<file path="config.mk">
export PLATFORM = sky130hd
export DESIGN_NAME = chi_pipe_div
export DESIGN_NICKNAME = d
export VERILOG_FILES = /design/src/rtl/chi_pipe_div.sv
export SDC_FILE = /design/constraint.sdc
export NUM_CORES = 2
export LEC_CHECK = 0
export BUFFER_PORTS_ARGS = -buffer_cell sky130_fd_sc_hd__buf_2
export CORE_ASPECT_RATIO = 0.5
export CORE_UTILIZATION = 55
export CTS_CLUSTER_DIAMETER = 40
export CTS_CLUSTER_SIZE = 30
export DETAILED_ROUTE_END_ITERATION = 8
export GPL_TIMING_DRIVEN = 0
export PLACE_DENSITY = 0.82
export SLEW_MARGIN = 20
export SYNTH_ARGS = -nofsm -noshare
export SYNTH_HDL_FRONTEND = slang
export SYNTH_SLANG_ARGS = --single-unit
</file>
<file path="constraint.sdc">
create_clock -name clk -period 4.6 [get_ports clk]
set_input_delay 0.23 -clock clk [delete_from_list [all_inputs] [get_ports clk]]
set_output_delay 0.23 -clock clk [all_outputs]
set_load 0.03 [all_outputs]
</file>
<file path="src/rtl/chi_pipe_div.sv">
// Pipelined restoring divider, one quotient bit per stage, with a sideband that travels along.
// Uses no package items; quotient must be known to fit in QW bits.
`default_nettype none
module chi_pipe_div #(
  parameter int NW = 61,
  parameter int DW = 31,
  parameter int QW = 31,
  parameter int SW = 8
) (
  input  wire logic          clk,
  input  wire logic          rst_n,
  input  wire logic          en,
  input  wire logic          in_valid,
  input  wire logic [NW-1:0] in_num,
  input  wire logic [DW-1:0] in_den,
  input  wire logic [SW-1:0] in_side,
  output logic               out_valid,
  output logic [QW-1:0]      out_quo,
  output logic               out_rem_nz,
  output logic [SW-1:0]      out_side
);

  logic [QW-1:0] v_r;
  logic [DW-1:0] rem_r  [QW];
  logic [QW-1:0] nq_r   [QW];
  logic [DW-1:0] den_r  [QW];
  logic [SW-1:0] side_r [QW];

  for (genvar s = 0; s < QW; s++) begin : g_stage
    logic          v_i;
    logic [DW-1:0] rem_i;
    logic [QW-1:0] nq_i;
    logic [DW-1:0] den_i;
    logic [SW-1:0] side_i;
    logic [DW:0]   trial;
    logic [DW:0]   diff;
    logic          ge;

    // Pick up the previous stage, or the operands at the first stage
    if (s == 0) begin : g_first
      assign v_i    = in_valid;
      assign rem_i  = DW'(in_num >> QW);
      assign nq_i   = in_num[QW-1:0];
      assign den_i  = in_den;
      assign side_i = in_side;
    end else begin : g_next
      assign v_i    = v_r[s-1];
      assign rem_i  = rem_r[s-1];
      assign nq_i   = nq_r[s-1];
      assign den_i  = den_r[s-1];
      assign side_i = side_r[s-1];
    end

    // Shift in the next numerator bit and try a subtract
    assign trial = {rem_i, nq_i[QW-1]};
    assign diff  = trial - {1'b0, den_i};
    assign ge    = trial >= {1'b0, den_i};

    always_ff @(posedge clk) begin
      if (!rst_n) begin
        v_r[s] <= 1'b0;
      end else if (en) begin
        v_r[s] <= v_i;
      end
    end

    always_ff @(posedge clk) begin
      if (en) begin
        rem_r[s]  <= ge ? diff[DW-1:0] : trial[DW-1:0];
        nq_r[s]   <= {nq_i[QW-2:0], ge};
        den_r[s]  <= den_i;
        side_r[s] <= side_i;
      end
    end
  end

  assign out_valid  = v_r[QW-1];
  assign out_quo    = nq_r[QW-1];
  assign out_rem_nz = |rem_r[QW-1];
  assign out_side   = side_r[QW-1];

endmodule
`default_nettype wire

</file>
# == Word-level counts from Yosys, hierarchy flattened ==
# Memories as Yosys holds them, arrays and structs flattened.
# Index checks and enable logic that the tools add are counted.
# op_classes
muxes,33
add_sub_neg,31
order_cmp,31
reduce_logical,1
# op_table
operator,count
$mux 31,31
$sub 31x31->31,31
$ge 32x31->1,30
$ge 31x31->1,1
$reduce_or 31->1,1
$mux 1,2
# word_totals
register_bits,31
out_inout_bits,41
wordCells,131
memories,4
mem_bits_rw,3131
input_bits,104
# mem_list
memory,words,word_bits,read_ports,rd_clocked_by_memory_dff,write_ports,line,source
den_r,31,31,30,0,31,26,logic [DW-1:0] den_r [QW];
nq_r,31,31,31,0,31,25,logic [QW-1:0] nq_r [QW];
rem_r,31,31,31,0,31,24,logic [DW-1:0] rem_r [QW];
side_r,31,8,31,0,31,27,logic [SW-1:0] side_r [QW];

# == Longest topological paths before layout ==
# An unclocked memory read counts as a cell.
# depth
word_depth,3
ltp_mapped,17
mapped_depth_nobuf,15

# == Worst setup path before layout ==
# Ideal clock, no wire load.
# synth_path
kind,register -> register
startpoint,"memory den_r[20][0], in the netlist den_r[5][0]"
endpoint,"memory rem_r[21][27], in the netlist rem_r[1][182], data pin"
period_less_slack_ns,3.581
path_buffers,1
required_time_ns,4.340
path_stages_with_launch,13
setup_slack_ns,1.019
t_arrival_ns,3.321
setup_time_ns,0.260
path_cell_list,edfxtp_1 > ha_1 > fa_1 > nand2b_1 > a21boi_0 > o21ai_0 > a21oi_1 > o21ai_1 > o31ai_1 > a21boi_0 > o41ai_2 > buf_2 > mux2_2
# synth_lines
element,line
"start, declared",26
"end, declared",24

==> flow_summary_export.csv <==
group,metric,value,unit
power,peakVddDrop,0.367,mV
finish,fin_nets,14000,
finish,seq_area,93700,sq um
sta,rsz0062_at_grt,"false",
cts,insertion_delay,0.89,ns
floorplan,io_pins,145,
cts,cts-root-buf,"clkbuf_16",
synthesis,synth_nets,13400,
cts,cts_tree,"yes",
sta,fin_crit_sh,0.985,
finish,multi_input_area,55500,sq um
worst_hold_path,hold_path.class,"primary input to register",
synthesis,synth_edf_count,3100,
synthesis,ys_seq_elements,3131,
placed_design,dp_slack,-0.745,ns
sta,tns,0,ns
finish,final_layout_size_suffix_gt1_frac,0.0955,
synthesis,synth_area_leaders,"edfxtp_1, ha_1, a21oi_1",
global_route,antenna_found_initial,0,
worst_setup_path,worstReg2RegEnd,"rem_r[0][317]",
synthesis,yosysWarningCount,0,
global_route,first_global_vias,95200,
drt,post_drt_wl_per_cell,17.9,microns
floorplan,row_count,137,
synthesis,postSynthCellCount,12300,
synthesis,synth_top_cell_by_area,"edfxtp_1",
floorplan,die_h,377,microns
worst_setup_path,critPathLaunchType,"primary input",
worst_setup_path,cp_max_fo,10,
placed_design,port_buffers,144,
worst_hold_path,worstHoldEndpoint,"nq_r[1][313]",
placed_design,gp_congestion,0.982,
status,status,"complete, no violations",
drt,drtIter0Drc,5433,
sta,worst_pin_slew,1.09,ns
drt,drc_errors,0,
global_route,grt_pass1_wl,475000,microns
floorplan,die_area,283000,sq um
drt,ant_nets,0,
synthesis,synth_top_area_frac,0.603,
sta,finalSetupViolCount,0,
worst_setup_path,r2r_cells,15,
floorplan,design.core.area,279000,sq um
sta,finClkSkew,0.0563,ns
synthesis,netlist_area,155000,sq um
global_route,grt-busiest-layer,"met2",
placed_design,dpl.hpwl,221000,microns
worst_setup_path,cp_data_arrival_time,5.14,ns
sta,report.final.slew_viol_count,0,
global_route,grt_use_met1,0.207,
synthesis,synth.avg_cell_area,12.6,sq um
drt,drt-vias-per-instance,5.58,
global_route,gr-total-overflow,0,
cts,clk_pin_slew,0.06,ns
cts,cts_sinks,3131,
sta,relSlewSlack,0.269,
global_route,grt_use_total,0.208,
drt,totalWireLength,302000,microns
sta,hold_viol,0,
worst_setup_path,critical_path_class,"primary input to register",
sta,finalCriticalPeriod,4.53,ns
synthesis,seq_area_frac_synth,0.607,
global_route,gr-usage-met3,0.0251,
floorplan,die_x,752,microns
global_route,grt_max_degree,158,
cts,cts_buffers,281,
power,power_density,691,nW/um^2
worst_hold_path,hold_start,"en",
global_route,grtUsageMet2,0.408,
worst_setup_path,ff2ff_setup_slack,0.09,ns
synthesis,synth-main-ff-cell,"edfxtp_1",
finish,syn2layout_area_growth,11.3,%
cts,cts_buffer_depth,4,
drt,vias,94000,
worst_setup_path,end_kind,"register",
worst_hold_path,hold_path_depth,2,
synthesis,yosysUniqueCellTypes,96,
sta,worst_slack,0.0688,ns
job,timing.max_cap.violations,0,
power,leakagePower,0.0686,uW
drt,drtPass1Iterations,5,
cts,htree_levels,5,
worst_setup_path,cp.required,5.20,ns
synthesis,synthArstFlopShare,0,
sta,fmax,0.221,GHz
worst_setup_path,r2r_start,"den_r[2][31]",
finish,diodes,0,
floorplan,initial_core_util,0.554,
finish,fillCellCount,21200,
[cell usage in the layout (no fill, tap or decap), types with 288 or more instances in the layout]
cell	count
a21o_1	484
a21oi_1	1033
clkbuf_16	288
edfxtp_1	3100
ha_1	961
inv_1	1204
mux2_2	371
nand2_1	698
nor2_1	691
o21ai_0	709
xnor2_1	479
xor2_1	336
[logic make-up after synthesis]
group,count (synthesis),share of synthesized area
buffers and inverters,1446,0.0358
muxes,457,0.0335
DFF,3131,0.607
adders and majority gates,992,0.0818
and+or+nand+nor,2388,0.0734
xor gates and xnor gates,815,0.0462
AOI/OAI and AO/OA,3060,0.123
[Yosys cell counts, drive strengths merged, types with 95 or more instances]
library cell / n
edfxtp: 3100
ha: 961
nor2b: 179
nor3: 106
xor2: 336
a31oi: 95
clkbuf: 171
nand2b: 141
o21ai: 734
o21a: 121
nand2: 699
a21o: 484
nand4: 149
nand3: 138
a21oi: 1035
mux2: 398
nor2: 691
xnor2: 479
inv: 1205
[where the power goes]
part | switching [uW] | leakage [uW] | internal, uW | total, uW
logic | 28800 | 0.0334 | 21900 | 50600
registers | 3120 | 0.0305 | 40500 | 43600
clock network | 11600 | 0.00468 | 13000 | 24600
[what timing repair did]
item / CTS / global route
pin swaps: 6 / 3
endpoints found under the hold margin: 224 / 0
hold buffers: 126 / 0
setup endpoints to repair: 429 / 306
cloned: 0 / 0
gates resized for setup: 44 / 40
setup buffers: 15 / 5
[worst max path at each step]
| stage | slack (ns) | startpoint | depth (start not counted) | endpoint |
|---|---|---|---|---|
| after global placement | -45.16 | en | 1 | den_r[0][0] |
| after global routing | 0.001 | nq_r[0][123] | 15 | rem_r[0][139] |
| after floorplan | 1.02 | den_r[5][0] | 12 | rem_r[1][182] |
| after CTS | 0.01 | nq_r[1][216] | 16 | rem_r[1][241] |
| after detailed placement | -0.75 | en | 8 | den_r[0][62] |
| final | 0.07 | in_den[4] | 14 | rem_r[0][28] |
[metal layers]
metal | vias to the layer above | wire [microns]
met5 | - | 0
met4 | 0 | 20000
met3 | 903 | 8780
met2 | 1962 | 164000
met1 | 44700 | 109000
li1 | 46500 | -
[per-stage QoR]
step,hold slack [ns],area (sq um),power [uW],cells,util
after global placement,0.400,160000,94800,16200,0.573
final,0.0209,172000,119000,16900,0.616
after floorplan,0.329,155000,80700,12300,-
after CTS,0.000555,172000,119000,16800,0.616
after detailed placement,0.405,161000,93600,16200,0.576
after global routing,0.0339,172000,126000,16900,0.616
[worst max-delay path, cell delays in order]
cell,delay [ns]
dlygate4sd3_1,0.52
buf_2,0.14
inv_1,0.05
ha_1,0.33
a2111oi_0,0.69
a21oi_1,0.28
o21ai_1,0.37
a31oi_1,0.19
a21o_1,0.25
a31oi_1,0.31
nor2_1,0.11
a211oi_2,0.79
buf_2,0.49
mux2_2,0.39
[sequential cells by signal, summed over array words and instances (netlist names)]
name         cells
den_r          930
g_stage.v_i     30
rem_r          961
side_r         248
out_valid        1
nq_r           961
[area by class of cell]
type / count / share of cell area
plain buffers: 236 / 0.00615
clock buffers: 303 / 0.0423
clock inverters: 197 / 0.0140
inverters: 1205 / 0.0263
multi-input cells: 7712 / 0.323
flip-flops and latches: 3131 / 0.545
well taps: 3753 / 0.0273
repair buffers: 315 / 0.0165
Note: power is estimated with default switching activity, not from simulation.
